File: src/rtl/fpba_pkg.sv
`timescale 1ns / 1ps
// ----------------------------------------------------------------------------
// fpba_pkg
// shared codes, defaults and the record control type of the partition
// allocator
// ----------------------------------------------------------------------------
package fpba_pkg;

	localparam int PARTITIONS_DEF = 16;
	localparam int SIZE_BITS_DEF  = 16;

	// field widths fixed by the interface
	localparam int ACT_W    = 2;
	localparam int BIDX_W   = 4;
	localparam int AMOUNT_W = 16;
	localparam int MODE_W   = 2;
	localparam int BLK_W    = 5;
	localparam int CFG_IDX_W  = 1;
	localparam int CFG_DATA_W = 5;

	// actions
	localparam logic [ACT_W-1:0] ACT_LOAD = 2'd0;
	localparam logic [ACT_W-1:0] ACT_REQ  = 2'd1;
	localparam logic [ACT_W-1:0] ACT_READ = 2'd2;

	// fit modes, anything else behaves as first fit
	localparam logic [MODE_W-1:0] FIT_FIRST = 2'd0;
	localparam logic [MODE_W-1:0] FIT_BEST  = 2'd1;
	localparam logic [MODE_W-1:0] FIT_WORST = 2'd2;

	// register indexes
	localparam logic [CFG_IDX_W-1:0] REG_FIT_MODE = 1'd0;
	localparam logic [CFG_IDX_W-1:0] REG_BLOCKS   = 1'd1;

	// control part of the record walking down the cell row
	typedef struct packed {
		logic vld;
		logic is_read;
		logic have;
	} fpba_ctl_t;

endpackage

File: src/rtl/fpba_cell.sv
`timescale 1ns / 1ps
// ----------------------------------------------------------------------------
// fpba_cell
// one partition: holds its size and used mark, updates the passing record
// ----------------------------------------------------------------------------
module fpba_cell #(
	parameter int SIZE_BITS = fpba_pkg::SIZE_BITS_DEF,
	parameter int IDX_W     = 4,
	parameter int CELL_ID   = 0
) (
	input  logic                         clk,
	input  logic                         arst_n,
	input  logic [fpba_pkg::MODE_W-1:0]  fit_mode,
	input  logic                         active,
	input  logic [SIZE_BITS-1:0]         want,
	input  fpba_pkg::fpba_ctl_t          ctl_in,
	input  logic [IDX_W-1:0]             idx_in,
	input  logic [SIZE_BITS-1:0]         size_in,
	output fpba_pkg::fpba_ctl_t          ctl_out,
	output logic [IDX_W-1:0]             idx_out,
	output logic [SIZE_BITS-1:0]         size_out,
	input  logic                         wr_en,
	input  logic [IDX_W-1:0]             wr_idx,
	input  logic [SIZE_BITS-1:0]         wr_size,
	input  logic                         wr_used
);

	logic [SIZE_BITS-1:0] size_q;
	logic                 used_q;
	fpba_pkg::fpba_ctl_t  ctl_q;
	logic [IDX_W-1:0]     idx_q;
	logic [SIZE_BITS-1:0] best_q;
	logic                 mine;
	logic                 elig;
	logic                 take;

	assign mine = (idx_in == IDX_W'(CELL_ID));
	assign elig = active && !used_q && (size_q >= want);

	always_comb begin
		if (ctl_in.is_read) begin
			take = mine;
		end else begin
			case (fit_mode)
				fpba_pkg::FIT_BEST:  take = elig && (!ctl_in.have || size_q < size_in);
				fpba_pkg::FIT_WORST: take = elig && (!ctl_in.have || size_q > size_in);
				default:             take = elig && !ctl_in.have;
			endcase
		end
	end

	always_ff @(posedge clk or negedge arst_n) begin
		if (!arst_n) begin
			used_q <= 1'b0;
			ctl_q  <= '0;
		end else begin
			if (wr_en && wr_idx == IDX_W'(CELL_ID)) begin
				used_q <= wr_used;
			end
			ctl_q.vld     <= ctl_in.vld;
			ctl_q.is_read <= ctl_in.is_read;
			ctl_q.have    <= ctl_in.have || (ctl_in.vld && take);
		end
	end

	// payload, no reset
	always_ff @(posedge clk) begin
		if (wr_en && wr_idx == IDX_W'(CELL_ID)) begin
			size_q <= wr_size;
		end
		idx_q  <= take ? IDX_W'(CELL_ID) : idx_in;
		best_q <= take ? size_q : size_in;
	end

	assign ctl_out  = ctl_q;
	assign idx_out  = idx_q;
	assign size_out = best_q;

endmodule

File: src/rtl/fit_policy_block_allocator_top.sv
`timescale 1ns / 1ps
// ----------------------------------------------------------------------------
// fit_policy_block_allocator_top
// partition allocator with first, best and worst fit, built as a row of
// partition cells that a search record walks through one cell per cycle
// ----------------------------------------------------------------------------
//
// channel   direction  ports                                        beat when
// command   in         start busy action block_index amount         start & !busy
//                      batch_end
// result    out        done granted chosen_index remaining          done
//                      batch_done
// config    in         cfg_we cfg_index cfg_wdata                   cfg_we
//
// a load beat gives its result in the cycle after it is taken; busy stays low
// a request or an in-range read injects a record into cell 0; the record
//   passes through every cell register in row order and leaves the last
//   cell, then the result register takes it; the next command can be taken
//   in the cycle the result shows, so the wait per item is set by the
//   length of the cell row
// reset clears the used marks, the registers and all control; partition
//   sizes are undefined until loaded
// results cannot be stalled: done is high for one cycle per command
//
module fit_policy_block_allocator_top #(
	parameter int PARTITIONS = fpba_pkg::PARTITIONS_DEF,
	parameter int SIZE_BITS  = fpba_pkg::SIZE_BITS_DEF
) (
	input  logic                              clk,
	input  logic                              arst_n,
	// command
	input  logic                              start,
	output logic                              busy,
	input  logic [fpba_pkg::ACT_W-1:0]        action,
	input  logic [fpba_pkg::BIDX_W-1:0]       block_index,
	input  logic [fpba_pkg::AMOUNT_W-1:0]     amount,
	input  logic                              batch_end,
	// result
	output logic                              done,
	output logic                              granted,
	output logic [fpba_pkg::BIDX_W-1:0]       chosen_index,
	output logic [fpba_pkg::AMOUNT_W-1:0]     remaining,
	output logic                              batch_done,
	// config
	input  logic                              cfg_we,
	input  logic [fpba_pkg::CFG_IDX_W-1:0]    cfg_index,
	input  logic [fpba_pkg::CFG_DATA_W-1:0]   cfg_wdata
);

	localparam int IDX_W = (PARTITIONS > 1) ? $clog2(PARTITIONS) : 1;

	// controller states
	localparam logic ST_IDLE = 1'b0;
	localparam logic ST_SCAN = 1'b1;

	logic                            state_q;
	logic [fpba_pkg::MODE_W-1:0]     fit_mode_q;
	logic [fpba_pkg::BLK_W-1:0]      blocks_q;

	// latched command
	logic [SIZE_BITS-1:0]            want_q;
	logic [fpba_pkg::BIDX_W-1:0]     bidx_q;
	logic                            bend_q;

	// result registers
	logic                            done_q;
	logic                            granted_q;
	logic [fpba_pkg::BIDX_W-1:0]     chosen_q;
	logic [fpba_pkg::AMOUNT_W-1:0]   rem_q;
	logic                            bdone_q;

	logic                            accept;
	logic                            in_range;
	logic [SIZE_BITS-1:0]            want_in;
	logic [SIZE_BITS-1:0]            want_bus;

	// cell row wiring, position j feeds cell j
	fpba_pkg::fpba_ctl_t             ctl_c  [PARTITIONS+1];
	logic [IDX_W-1:0]                idx_c  [PARTITIONS+1];
	logic [SIZE_BITS-1:0]            size_c [PARTITIONS+1];
	logic [PARTITIONS-1:0]           active;
	logic [PARTITIONS-1:0]           vld_vec;
	fpba_pkg::fpba_ctl_t             tail;

	// broadcast write into the row
	logic                            wr_en;
	logic [IDX_W-1:0]                wr_idx;
	logic [SIZE_BITS-1:0]            wr_size;
	logic                            wr_used;

	// next result
	logic                            res_fire;
	logic                            res_granted;
	logic [fpba_pkg::BIDX_W-1:0]     res_idx;
	logic [fpba_pkg::AMOUNT_W-1:0]   res_rem;
	logic                            res_bend;

	assign accept   = start && (state_q == ST_IDLE);
	assign busy     = (state_q == ST_SCAN);
	assign in_range = (32'(block_index) < PARTITIONS);
	assign want_in  = SIZE_BITS'(amount);
	// cell 0 compares on the injection cycle against the live amount, the
	// later cells against the latched value
	assign want_bus = accept ? want_in : want_q;
	assign tail     = ctl_c[PARTITIONS];

	// record entering cell 0
	always_comb begin
		ctl_c[0].vld     = accept && (action == fpba_pkg::ACT_REQ ||
			(action == fpba_pkg::ACT_READ && in_range));
		ctl_c[0].is_read = (action == fpba_pkg::ACT_READ);
		ctl_c[0].have    = 1'b0;
		idx_c[0]         = IDX_W'(block_index);
		size_c[0]        = '0;
	end

	// search limit, saturates at the row length by construction
	genvar j;
	generate
		for (j = 0; j < PARTITIONS; j++) begin : g_row
			assign active[j]  = (32'(j) < 32'(blocks_q));
			assign vld_vec[j] = ctl_c[j+1].vld;

			fpba_cell #(
				.SIZE_BITS (SIZE_BITS),
				.IDX_W     (IDX_W),
				.CELL_ID   (j)
			) u_cell (
				.clk      (clk),
				.arst_n   (arst_n),
				.fit_mode (fit_mode_q),
				.active   (active[j]),
				.want     (want_bus),
				.ctl_in   (ctl_c[j]),
				.idx_in   (idx_c[j]),
				.size_in  (size_c[j]),
				.ctl_out  (ctl_c[j+1]),
				.idx_out  (idx_c[j+1]),
				.size_out (size_c[j+1]),
				.wr_en    (wr_en),
				.wr_idx   (wr_idx),
				.wr_size  (wr_size),
				.wr_used  (wr_used)
			);
		end
	endgenerate

	// writes: an in-range load at accept, a grant when the record leaves the row
	always_comb begin
		wr_en   = 1'b0;
		wr_idx  = IDX_W'(block_index);
		wr_size = want_in;
		wr_used = 1'b0;
		if (state_q == ST_IDLE) begin
			wr_en = accept && (action == fpba_pkg::ACT_LOAD) && in_range;
		end else begin
			wr_en   = tail.vld && !tail.is_read && tail.have;
			wr_idx  = idx_c[PARTITIONS];
			wr_size = size_c[PARTITIONS] - want_q;
			wr_used = 1'b1;
		end
	end

	// result selection
	always_comb begin
		res_fire    = 1'b0;
		res_granted = 1'b0;
		res_idx     = '0;
		res_rem     = '0;
		res_bend    = bend_q;
		if (state_q == ST_IDLE) begin
			res_bend = batch_end;
			case (action)
				fpba_pkg::ACT_LOAD: begin
					res_fire = accept;
					res_idx  = block_index;
					res_rem  = fpba_pkg::AMOUNT_W'(want_in);
				end
				fpba_pkg::ACT_REQ: begin
					res_fire = 1'b0;
				end
				fpba_pkg::ACT_READ: begin
					// out-of-range read answers at once with size zero
					res_fire = accept && !in_range;
					res_idx  = block_index;
				end
				default: begin
					res_fire = accept;
				end
			endcase
		end else if (tail.vld) begin
			res_fire = 1'b1;
			if (tail.is_read) begin
				res_idx = bidx_q;
				res_rem = tail.have ? fpba_pkg::AMOUNT_W'(size_c[PARTITIONS]) : '0;
			end else if (tail.have) begin
				res_granted = 1'b1;
				res_idx     = fpba_pkg::BIDX_W'(idx_c[PARTITIONS]);
				res_rem     = fpba_pkg::AMOUNT_W'(size_c[PARTITIONS] - want_q);
			end
		end
	end

	// control and configuration
	always_ff @(posedge clk or negedge arst_n) begin
		if (!arst_n) begin
			state_q    <= ST_IDLE;
			done_q     <= 1'b0;
			fit_mode_q <= fpba_pkg::FIT_FIRST;
			blocks_q   <= '0;
		end else begin
			done_q <= res_fire;
			case (state_q)
				ST_IDLE: begin
					if (ctl_c[0].vld) begin
						state_q <= ST_SCAN;
					end
				end
				ST_SCAN: begin
					if (tail.vld) begin
						state_q <= ST_IDLE;
					end
				end
				default: state_q <= ST_IDLE;
			endcase
			if (cfg_we) begin
				case (cfg_index)
					fpba_pkg::REG_FIT_MODE: fit_mode_q <= cfg_wdata[fpba_pkg::MODE_W-1:0];
					fpba_pkg::REG_BLOCKS:   blocks_q   <= cfg_wdata[fpba_pkg::BLK_W-1:0];
					default: ;
				endcase
			end
		end
	end

	// command and result payload
	always_ff @(posedge clk) begin
		if (accept) begin
			want_q <= want_in;
			bidx_q <= block_index;
			bend_q <= batch_end;
		end
		if (res_fire) begin
			granted_q <= res_granted;
			chosen_q  <= res_idx;
			rem_q     <= res_rem;
			bdone_q   <= res_bend;
		end
	end

	assign done         = done_q;
	assign granted      = granted_q;
	assign chosen_index = chosen_q;
	assign remaining    = rem_q;
	assign batch_done   = bdone_q;

	// at most one record in the row at any time
	a_one_record: assert property (@(posedge clk) disable iff (!arst_n)
		$onehot0(vld_vec))
		else $error("more than one record in the cell row");

	// a record only leaves the row while the controller waits for it
	a_tail_in_scan: assert property (@(posedge clk) disable iff (!arst_n)
		tail.vld |-> state_q == ST_SCAN)
		else $error("record left the row outside a scan");

	// an injected record makes the block busy on the next cycle
	a_inject_busy: assert property (@(posedge clk) disable iff (!arst_n)
		ctl_c[0].vld |=> busy)
		else $error("record injected without going busy");

	// a grant always comes from a search that found a partition
	a_grant_found: assert property (@(posedge clk) disable iff (!arst_n)
		res_fire && res_granted |-> tail.vld && tail.have && !tail.is_read)
		else $error("grant without a found partition");

endmodule
File: config.mk
export PLATFORM = sky130hd
export DESIGN_NAME = fit_policy_block_allocator_top
export DESIGN_NICKNAME = d
export VERILOG_FILES = /design/src/rtl/fpba_pkg.sv /design/src/rtl/fpba_cell.sv /design/src/rtl/fit_policy_block_allocator_top.sv
export SDC_FILE = /design/constraint.sdc
export NUM_CORES = 1
export LEC_CHECK = 0
export ABC_AREA = 1
export BUFFER_PORTS_ARGS = -buffer_cell sky130_fd_sc_hd__buf_2
export CORE_MARGIN = 10
export CORE_UTILIZATION = 50
export DETAILED_ROUTE_END_ITERATION = 8
export PLACE_DENSITY = 0.62
export RECOVER_POWER = 100
export SYNTH_ARGS = -nofsm -noshare
export SYNTH_HDL_FRONTEND = slang
export SYNTH_SLANG_ARGS = --single-unit
File: constraint.sdc
create_clock -name clk -period 7.2 [get_ports clk]
set_input_delay 1.44 -clock clk [delete_from_list [all_inputs] [get_ports clk]]
set_output_delay 1.44 -clock clk [all_outputs]
set_load 0.01 [all_outputs]
Word level (Yosys, flattened, before mapping)
Cells that the tools add are included.

Add/sub/neg operators: 1. Magnitude comparators: 62. Equal/unequal tests: 34. Mux-type cells: 70. Bitwise logic cells: 3. Reduce and logical (&&, ||, !) cells: 200.

Operators with widths (number): $mux W16 (23); $ge A16 B16 Y1 (16); $gt A16 B16 Y1 (15); $lt A16 B16 Y1 (15); $logic_and A1 B1 Y1 (114); $eq A4 B4 Y1 const B (16); $logic_or A1 B1 Y1 (46); $lt A4 B5 Y1 const A (8); $eq A4 B3 Y1 const B (8); $logic_not A1 Y1 (32); $pmux W1 S2 (16); $mux W1 (25); $mux W4 (6); $lt A3 B5 Y1 const A (4); $eq A4 B2 Y1 const B (4); $sub A16 B16 Y16 (1); $lt A1 B5 Y1 const A (2); $lt A2 B5 Y1 const A (2); $eq A4 B1 Y1 const B (2); $logic_not A4 Y1 (2); $eq A2 B1 Y1 const B (2); $eq A2 B2 Y1 const B (2); $reduce_and A2 Y1 (2); $reduce_or A2 Y1 (2); other kinds (3) (5).

Flip-flop bits (word level): 692. Bits of input ports: 33. Output and inout bits: 24. Logic and storage cells: 493.

Longest topological paths before layout
Gate-level depths: netlist of the first run.

Depth after elaboration: 10. Gate-level depth with buffers: 25. Depth with buffers taken out: 22.

Modules after synthesis
A second synthesis of the first run with hierarchy kept.

Cells, all modules: 4660. Area total of the unflattened synthesis: 39268.9 um^2.

Modules (own cells, without submodules): fpba_cell (g_row[10].u_cell ...) (instances 4, cells an instance 261, area each 2220.9 um^2, sequential area each 980.9 um^2); fpba_cell (g_row[12].u_cell ...) (instances 2, cells an instance 258, area each 2296.0 um^2, sequential area each 980.9 um^2); fpba_cell (g_row[11].u_cell ...) (instances 2, cells an instance 260, area each 2230.9 um^2, sequential area each 980.9 um^2); fpba_cell (g_row[13].u_cell ...) (instances 2, cells an instance 259, area each 2230.9 um^2, sequential area each 980.9 um^2); fpba_cell (g_row[1].u_cell ...) (instances 2, cells an instance 259, area each 2212.1 um^2, sequential area each 980.9 um^2); fpba_cell (g_row[4].u_cell ...) (instances 2, cells an instance 258, area each 2207.1 um^2, sequential area each 980.9 um^2); fit_policy_block_allocator_top (instances 1, cells an instance 508, area each 3530.9 um^2, sequential area each 1356.3 um^2); fpba_cell (g_row[15].u_cell) (instances 1, cells an instance 260, area each 2257.2 um^2, sequential area each 980.9 um^2); fpba_cell (g_row[0].u_cell) (instances 1, cells an instance 260, area each 2243.4 um^2, sequential area each 980.9 um^2).

Worst setup path after synthesis of the first run
No wires, ideal clock.

Path kind: in2reg. Start: input start. End: register g_row[15].u_cell.best_q[5]. Library setup time: 0.113 ns. Arrival time: 4.232 ns. Data required time: 7.087 ns. Slack: 2.856 ns. Stages: 15. Path buffers: 2. Cell sequence: nand2_4 -> clkbuf_1 -> o21ai_0 -> ha_1 -> a21oi_1 -> nor3_1 -> a211oi_1 -> nand2_1 -> nand2_1 -> nand3_1 -> nand3_2 -> nand2_2 -> buf_4 -> nand2_1 -> nand2_1.

Longest elaborated chain between the ends: 8. Elaborated cells between the ends (all ways): 10. Those cells by class: 1 x order compare; 4 x mux; 5 x reduce/logical.

Ends and longest elaborated chain: start: declaration (RTL line fit_policy_block_allocator_top.sv:32) `input logic start,`; $logic_and A1 B1 Y1 * (RTL line fit_policy_block_allocator_top.sv:98) `assign accept = start && (state_q == ST_IDLE);`; $mux W16 * (RTL line fit_policy_block_allocator_top.sv:104) `assign want_bus = accept ? want_in : want_q;`; $ge A16 B16 Y1 * (RTL line fpba_cell.sv:38) `assign elig = active && !used_q && (size_q >= want);`; $logic_and A1 B1 Y1 * (RTL line fpba_cell.sv:38); $logic_and A1 B1 Y1, on equally long branches (RTL line fpba_cell.sv:47, fpba_cell.sv:45, fpba_cell.sv:46); $pmux W1 S2 * (RTL line fpba_cell.sv:44) `case (fit_mode)`; $mux W1 * (RTL line fpba_cell.sv:41) `if (ctl_in.is_read) begin`; $mux W16 * (RTL line fpba_cell.sv:72) `best_q <= take ? size_q : size_in;`; end signal: assignment (RTL line fpba_cell.sv:72); end: declaration (RTL line fpba_cell.sv:32) `logic [SIZE_BITS-1:0] best_q;`.

Mark *: on every way between the ends. The rest lies on a longest branch, timed or not. A chain may end at the register's enable or synchronous reset.

Worst setup path in the final report of the first run
Start: register state_q, in the netlist busy. End: register g_row[7].u_cell.idx_q[0].

Longest elaborated chain between the ends: 8. Elaborated cells between the ends (all ways): 10. Those cells by class: 1 x order compare; 3 x mux; 1 x bitwise; 5 x reduce/logical.

Ends and longest elaborated chain: start: declaration (RTL line fit_policy_block_allocator_top.sv:56) `logic state_q;`; start signal: assignment (RTL line fit_policy_block_allocator_top.sv:207) `state_q <= ST_IDLE;`; start signal: assignment (RTL line fit_policy_block_allocator_top.sv:216) `state_q <= ST_SCAN;`; start signal: assignment (RTL line fit_policy_block_allocator_top.sv:221) `state_q <= ST_IDLE;`; $not A1 Y1 *; $logic_and A1 B1 Y1 * (RTL line fit_policy_block_allocator_top.sv:98); $mux W16 * (RTL line fit_policy_block_allocator_top.sv:104); $ge A16 B16 Y1 * (RTL line fpba_cell.sv:38); $logic_and A1 B1 Y1 * (RTL line fpba_cell.sv:38); $logic_and A1 B1 Y1, on equally long branches (RTL line fpba_cell.sv:47, fpba_cell.sv:45, fpba_cell.sv:46); $pmux W1 S2 * (RTL line fpba_cell.sv:44); $mux W1 * (RTL line fpba_cell.sv:41); end signal: assignment (RTL line fpba_cell.sv:71) `idx_q <= take ? IDX_W'(CELL_ID) : idx_in;`; end: declaration (RTL line fpba_cell.sv:31) `logic [IDX_W-1:0] idx_q;`.

Marks and branches as above.

==> impl_metrics.yaml, run 1 <==
grt:
  grt_pass1_vias: 26600
  grt_max_degree: 56
  grt_pass1_wl_um: 157000
  grt_overflow: 0
  grtUsageTotal_pct: 24.6
  antenna_found_initial: 3
drt:
  routed_via_density: 5.30
  vias: 27900
  drtPass1Iterations: 5
  ant_nets: 0
  routed_wl_um: 102000
  wl_per_cell_um: 19.4
  drc: 0
  drtIter0Drc: 2318
floorplanning:
  die_w_um: 289
  dieArea_um2: 83500
  io_pins: 57
  core_area_um2: 71600
  die_height_um: 289
  num_rows: 98
  initial_core_util_pct: 50.5
timing:
  max_freq_ghz: 0.163
  finalCritPeriodShare_pct: 85.3
  grt_setup_unrepaired: "no"
  hold_ws_ps: 383
  finalCriticalPeriod_ps: 6140
  slew_headroom_pct: -146
  hold_viol: 0
  setup_tns_ps: 0
  worst_pin_slew_ps: 3660
  fin_ws_ps: 1060
  clock_skew_ps: 24.2
  final-setup-viol-count: 0
  slew_viol_final: 220
critical_path:
  start_kind: "flip-flop"
  cp_top_family: "simple AND/OR/NAND/NOR gates"
  critPathKind: "flip-flop to flip-flop"
  cp.arrival_ps: 6640
  cp_max_fo: 43
  worstPathCellList: "inv_4 -> nand2_4 -> nand2_1 -> o21ai_0 -> clkbuf_1 -> ha_1 -> a21boi_0 -> nand2_1 -> nand2_1 -> nand2_1 -> nand2_1 -> nand2_1 -> nand2_1 -> nand3_1 -> nand2_1 -> inv_1 -> nand2_1"
  end_kind: "flip-flop"
  crit_buf_inv: 3
  cpMostUsedCell: "nand2_1"
  cp_slowest_cell: "clkbuf_1"
  crit_required_ps: 7700
  max_stage_delay_ps: 1360
synthesis:
  ys_ff_latch: 692
  netlist_area_um2: 36200
  synth_cells: 4122
  syn_area_per_cell_um2: 8.77
  ys_seq_area_share_pct: 47.1
  synth_flop_cell: "dfxtp_1"
  syn_nets: 4654
  synthArstFlopShare_pct: 10.5
  synth.distinct_cells: 46
  yosys_warnings: 0
  synth_edf_count: 283
place:
  placed_cell_area_um2: 37800
  pre_cts_slack_ps: 1560
  dp_hpwl_um: 75000
  port_buffers: 56
  gp_congestion: 0.896
run_status:
  status: "complete, but fails checks"
  violations: "capacitance limit, slew limit"
power:
  power.total_mw: 10.2
  p_leak_nw: 19.4
  p_per_area_nw_per_um2: 256
  ir_drop_v: 0.000245
cts:
  cts.sinks: 692
  numCtsBuffers: 77
  clk_latency_ps: 620
  clock_path_buffers: 3
  cts_tree: "yes"
  clk_pin_slew_ps: 60
  cts_resized: 0
  postCtsSetupBuffers: 0
  cts_root_buf: "clkbuf_16"
  htreeDepth: 3
  cts_hold_buffers: 0
job:
  max_cap_violations: 13
layout:
  nets: 4779
  drive_gt1_share_pct: 4.45
  area_growth_pct: 10.5
  final_area_um2: 40000
min_path:
  hp-class: "flip-flop to flip-flop"
-- layout by cell type, fill, tap and decap left out, drive strengths merged, types with 9 or more instances in the layout --
cell / instances
o21bai: 10
o21ai: 109
clkinv: 22
edfxtp: 283
inv: 558
nor3: 54
clkbuf: 180
a21boi: 19
a211oi: 9
ha: 498
xor2: 10
nand2: 1191
dfxtp: 336
o21a: 26
buf: 58
nand3: 369
nand3b: 16
nor2: 179
nand4: 35
a21oi: 233
dfrtp: 73
o22ai: 11
-- worst paths after layout --
check	slack, ps	startpoint	cells past startpoint	end
max in group asynchronous	2220	arst_n	2	g_row[8].u_cell.ctl_out[2]$_DFF_PN0_
setup / recovery	1060	busy$_DFF_PN0_	17	g_row[7].u_cell.idx_out[0]$_SDFF_PP1_
hold reg to reg	380	g_row[6].u_cell.ctl_out[2]$_DFF_PN0_	0	g_row[7].u_cell.ctl_out[2]$_DFF_PN0_
hold / removal	380	g_row[6].u_cell.ctl_out[2]$_DFF_PN0_	0	g_row[7].u_cell.ctl_out[2]$_DFF_PN0_
min in group asynchronous	1090	arst_n	1	g_row[1].u_cell.ctl_out[2]$_DFF_PN0_
setup reg to reg	1060	busy$_DFF_PN0_	17	g_row[7].u_cell.idx_out[0]$_SDFF_PP1_
-- stage by stage --
| step | utilization, % | instances |
|---|---|---|
| 5_1_grt | 55.8 | 5261 |
| 3_5_place_dp | 52.7 | 5118 |
| 4_1_cts | 56.3 | 5261 |
| 6_report | 55.8 | 5263 |
| 2_1_floorplan | - | 4122 |
| 3_3_place_gp | 52.7 | 5118 |
-- where the power goes --
group | internal [mW] | switching [mW] | total, mW
Combinational | 0.435 | 1.15 | 1.59
Clock | 2.32 | 1.61 | 3.93
Sequential | 4.53 | 0.190 | 4.72
-- area by class of cell --
class | count | area (µm²)
diodes | 2 | 5.00
clock buffers | 116 | 2370
clock inverters | 27 | 188
fillers | 6530 | 31600
inverters | 555 | 2090
multi-input cells | 2799 | 16500
flip-flops and latches | 692 | 17100
well taps | 950 | 1190
repair buffers | 122 | 611
-- per-layer routing --
layer	part of all wire (%)	vias to the layer above	routed length (µm)	GRT usage, %
met3	6.3	168	6470	4.27
met2	46	690	46600	39.8
met5	0	-	0	0
met4	2.9	0	2940	7.28
met1	45	13100	46300	33.3
li1	-	13900	-	-
-- Yosys cell counts (6+ instances only) --
library cell  instances  area [µm²]
edfxtp_1            283        8500
buf_4                12        90.1
a211oi_1              9        67.6
inv_1               553        2080
dfrtp_1              73        1830
a21oi_1             233        1170
o21ai_0             106         531
xor2_1               10        87.6
nor3_1               54         270
clkbuf_1             34         128
o22ai_1              11        68.8
nand3b_1             16         120
dfxtp_1             336        6730
nand2_2              12        75.1
o21a_1               26         195
buf_2                17        85.1
nor4_1                6        37.5
nor2_1              179         672
a21boi_0             18         135
ha_1                498        6230
buf_6                11         124
nand3_2              10         100
nand4_1              35         219
nand3_1             354        1770
nand2_1            1175        4410
o21bai_1             10        75.1
-- state kept, by name, indices dropped and copies added, names as in the netlist, 2 cells and up --
| name | count |
|---|---|
| g_row.u_cell.size_out | 256 |
| g_row.u_cell.size_q | 256 |
| g_row.u_cell.idx_out | 64 |
| g_row.u_cell.ctl_out | 48 |
| g_row.u_cell.used_q | 16 |
| remaining | 16 |
| want_q | 16 |
| blocks_q | 5 |
| bidx_q | 4 |
| chosen_index | 4 |
| fit_mode_q | 2 |
-- cell families after synthesis --
logic type,after synthesis,share of synthesized area (%)
simple gates,1851,21.6
flops,692,47.1
buf+inv,631,6.97
fa+ha+maj,499,17.3
compound gates,435,6.65
xor+xnor,13,0.315
mux,1,0.0311
Note: power is estimated with default switching activity, not from simulation.
==> inputs of run 2 (changes only) <==
--- a/config.mk
+++ b/config.mk
@@ -5,7 +5,7 @@
 export SDC_FILE = /design/constraint.sdc
 export NUM_CORES = 1
 export LEC_CHECK = 0
-export ABC_AREA = 1
+export ABC_AREA = 0
 export BUFFER_PORTS_ARGS = -buffer_cell sky130_fd_sc_hd__buf_2
 export CORE_MARGIN = 10
 export CORE_UTILIZATION = 50
==> impl_metrics.yaml, run 2 <==
run_status:
  status: "complete, but fails checks"
  violations: "capacitance limit, slew limit"
floorplanning:
  die_w_um: 284
  core_area_um2: 68900
  io_pins: 57
  initial_core_util_pct: 50.6
  num_rows: 96
  die_height_um: 284
  dieArea_um2: 80800
critical_path:
  start_kind: "input pin"
  cp.arrival_ps: 6840
  crit_buf_inv: 2
  cp_max_fo: 17
  worstPathCellList: "clkbuf_1 -> nand2b_1 -> mux2i_1 -> clkbuf_1 -> ha_1 -> nand4_1 -> a211oi_1 -> a211oi_1 -> a211o_1 -> o21ai_1 -> mux2_2"
  critPathKind: "input pin to flip-flop"
  crit_required_ps: 7700
  cp_top_family: "multiplexers"
  end_kind: "flip-flop"
  max_stage_delay_ps: 1980
  cp_slowest_cell: "mux2i_1"
synthesis:
  synthArstFlopShare_pct: 10.5
  synth.most_common_cell: "ha_1"
  syn_nets: 3521
  synth.distinct_cells: 87
  synth_flop_cell: "dfxtp_1"
  yosys.area.top_type: "edfxtp_1"
  synth_edf_count: 283
  ys_ff_latch: 692
  synth_top_cells_by_count: "ha_1, dfxtp_1, inv_1"
  yosys_warnings: 0
  netlist_area_um2: 34900
  syn_area_per_cell_um2: 11.7
  synth_cells: 2989
  ys_seq_area_share_pct: 48.9
  yosysTopAreaCellShare_pct: 24.3
  synthTopCellsByArea: "edfxtp_1, dfxtp_1, ha_1"
grt:
  grt_overflow: 0
  grt_pass1_vias: 24200
  grt_pass1_wl_um: 148000
  grtUsageTotal_pct: 24.0
  antenna_found_initial: 7
  grt_max_degree: 66
place:
  dp_cells: 3989
  port_buffers: 56
  dp_hpwl_um: 71800
  gp_congestion: 0.945
cts:
  postCtsSetupBuffers: 0
  clock_path_buffers: 3
  clk_latency_ps: 620
  htreeDepth: 3
  cts.sinks: 692
  cts_tree: "yes"
  numCtsBuffers: 77
  cts_resized: 0
  clk_pin_slew_ps: 60
  cts_root_buf: "clkbuf_16"
  cts_hold_buffers: 0
power:
  power.total_mw: 19.1
  p_per_area_nw_per_um2: 491
  ir_drop_v: 0.000366
  p_leak_nw: 16.9
drt:
  drtIter0Drc: 1930
  routed_via_density: 5.77
  drtPass1Iterations: 9
  ant_nets: 0
  routed_wl_um: 99200
  vias: 23900
  drc: 0
  wl_per_cell_um: 24.0
timing:
  slew_viol_final: 342
  setup_tns_ps: 0
  final-setup-viol-count: 0
  slew_headroom_pct: -165
  finalCriticalPeriod_ps: 6340
  max_freq_ghz: 0.158
  hold_ws_ps: 371
  clock_skew_ps: 33.2
  finalCritPeriodShare_pct: 88.1
  worst_pin_slew_ps: 3980
  grt_setup_unrepaired: "no"
  hold_viol: 0
layout:
  area_growth_pct: 11.4
  nets: 3669
  final_common_cell: "ha_1"
  drive_gt1_share_pct: 13.9
  mostFrequentLayoutCells: "ha_1, dfxtp_1, inv_1"
  layout.cells.non_filler: 4131
  fill_cells: 5862
job:
  max_cap_violations: 17
min_path:
  hp-class: "flip-flop to flip-flop"
run 2: per-layer routing:
metal  wire (µm)  part of all wire [%]  vias to the layer above  global-route usage [%]
met1       42700                    43                    11800                    30.9
met4        3100                   3.1                        0                    8.14
li1            -                     -                    11200                       -
met5           0                     0                        -                       0
met2       47000                    47                      668                    40.1
met3        6480                   6.5                      179                    4.41
run 2: area by class of cell:
class / count / area (µm²) / area share [%]
Antenna cell: 2 / 5.00 / 0.0129
Clock buffer: 108 / 2300 / 5.92
Clock inverter: 32 / 245 / 0.630
Inverter: 329 / 1230 / 3.17
Multi-Input combinational cell: 1921 / 16300 / 41.9
Sequential cell: 692 / 17100 / 43.8
Tap cell: 931 / 1160 / 2.99
Timing Repair Buffer: 116 / 603 / 1.55
run 2: cell families after synthesis:
| group | count (synthesis) | synth area share [%] |
|---|---|---|
| fa+ha+maj | 508 | 18.2 |
| mux | 295 | 9.68 |
| simple gates | 554 | 8.44 |
| flops | 692 | 48.9 |
| compound gates | 552 | 10.2 |
| buf+inv | 376 | 4.30 |
| xor+xnor | 12 | 0.301 |
run 2: per-stage QoR:
stage / cell area (µm²) / util [%] / setup slack (ps)
after CTS: 39200 / 56.9 / 1820
after global placement: 36700 / 53.2 / 1230
after global routing: 38900 / 56.4 / 777
after detailed placement: 36700 / 53.2 / 1210
final: 38900 / 56.4 / 859
after floorplan: 34900 / - / 1790
run 2: worst register-to-register path: stages, from the launching register on:
cell and delay (ps):
dfrtp_2 360, nand2b_1 280, mux2i_1 1980, clkbuf_1 690, ha_1 280, nand4_1 120
a211oi_1 230, a211oi_1 150, a211o_1 320, o21ai_1 860, mux2_2 460
run 2: worst paths after layout:
| kind | startpoint | slack [ps] | to | cells after the start |
|---|---|---|---|---|
| setup / recovery | start | 860 | g_row[13].u_cell.size_out[14]$_DFF_P_ | 11 |
| hold / removal | g_row[12].u_cell.ctl_out[2]$_DFF_PN0_ | 370 | g_row[13].u_cell.ctl_out[2]$_DFF_PN0_ | 0 |
| max in group asynchronous | arst_n | 1860 | busy$_DFF_PN0_ | 2 |
| hold reg to reg | g_row[12].u_cell.ctl_out[2]$_DFF_PN0_ | 370 | g_row[13].u_cell.ctl_out[2]$_DFF_PN0_ | 0 |
| setup reg to reg | busy$_DFF_PN0_ | 1370 | g_row[13].u_cell.size_out[14]$_DFF_P_ | 10 |
| min in group asynchronous | arst_n | 850 | g_row[1].u_cell.ctl_out[0]$_DFF_PN0_ | 1 |
run 2: where the power goes:
group | leakage (nW) | switching, mW | total [mW] | internal (mW)
Sequential | 6.33 | 0.778 | 6.71 | 5.94
Combinational | 9.33 | 5.31 | 8.43 | 3.12
Clock | 1.26 | 1.61 | 3.94 | 2.34
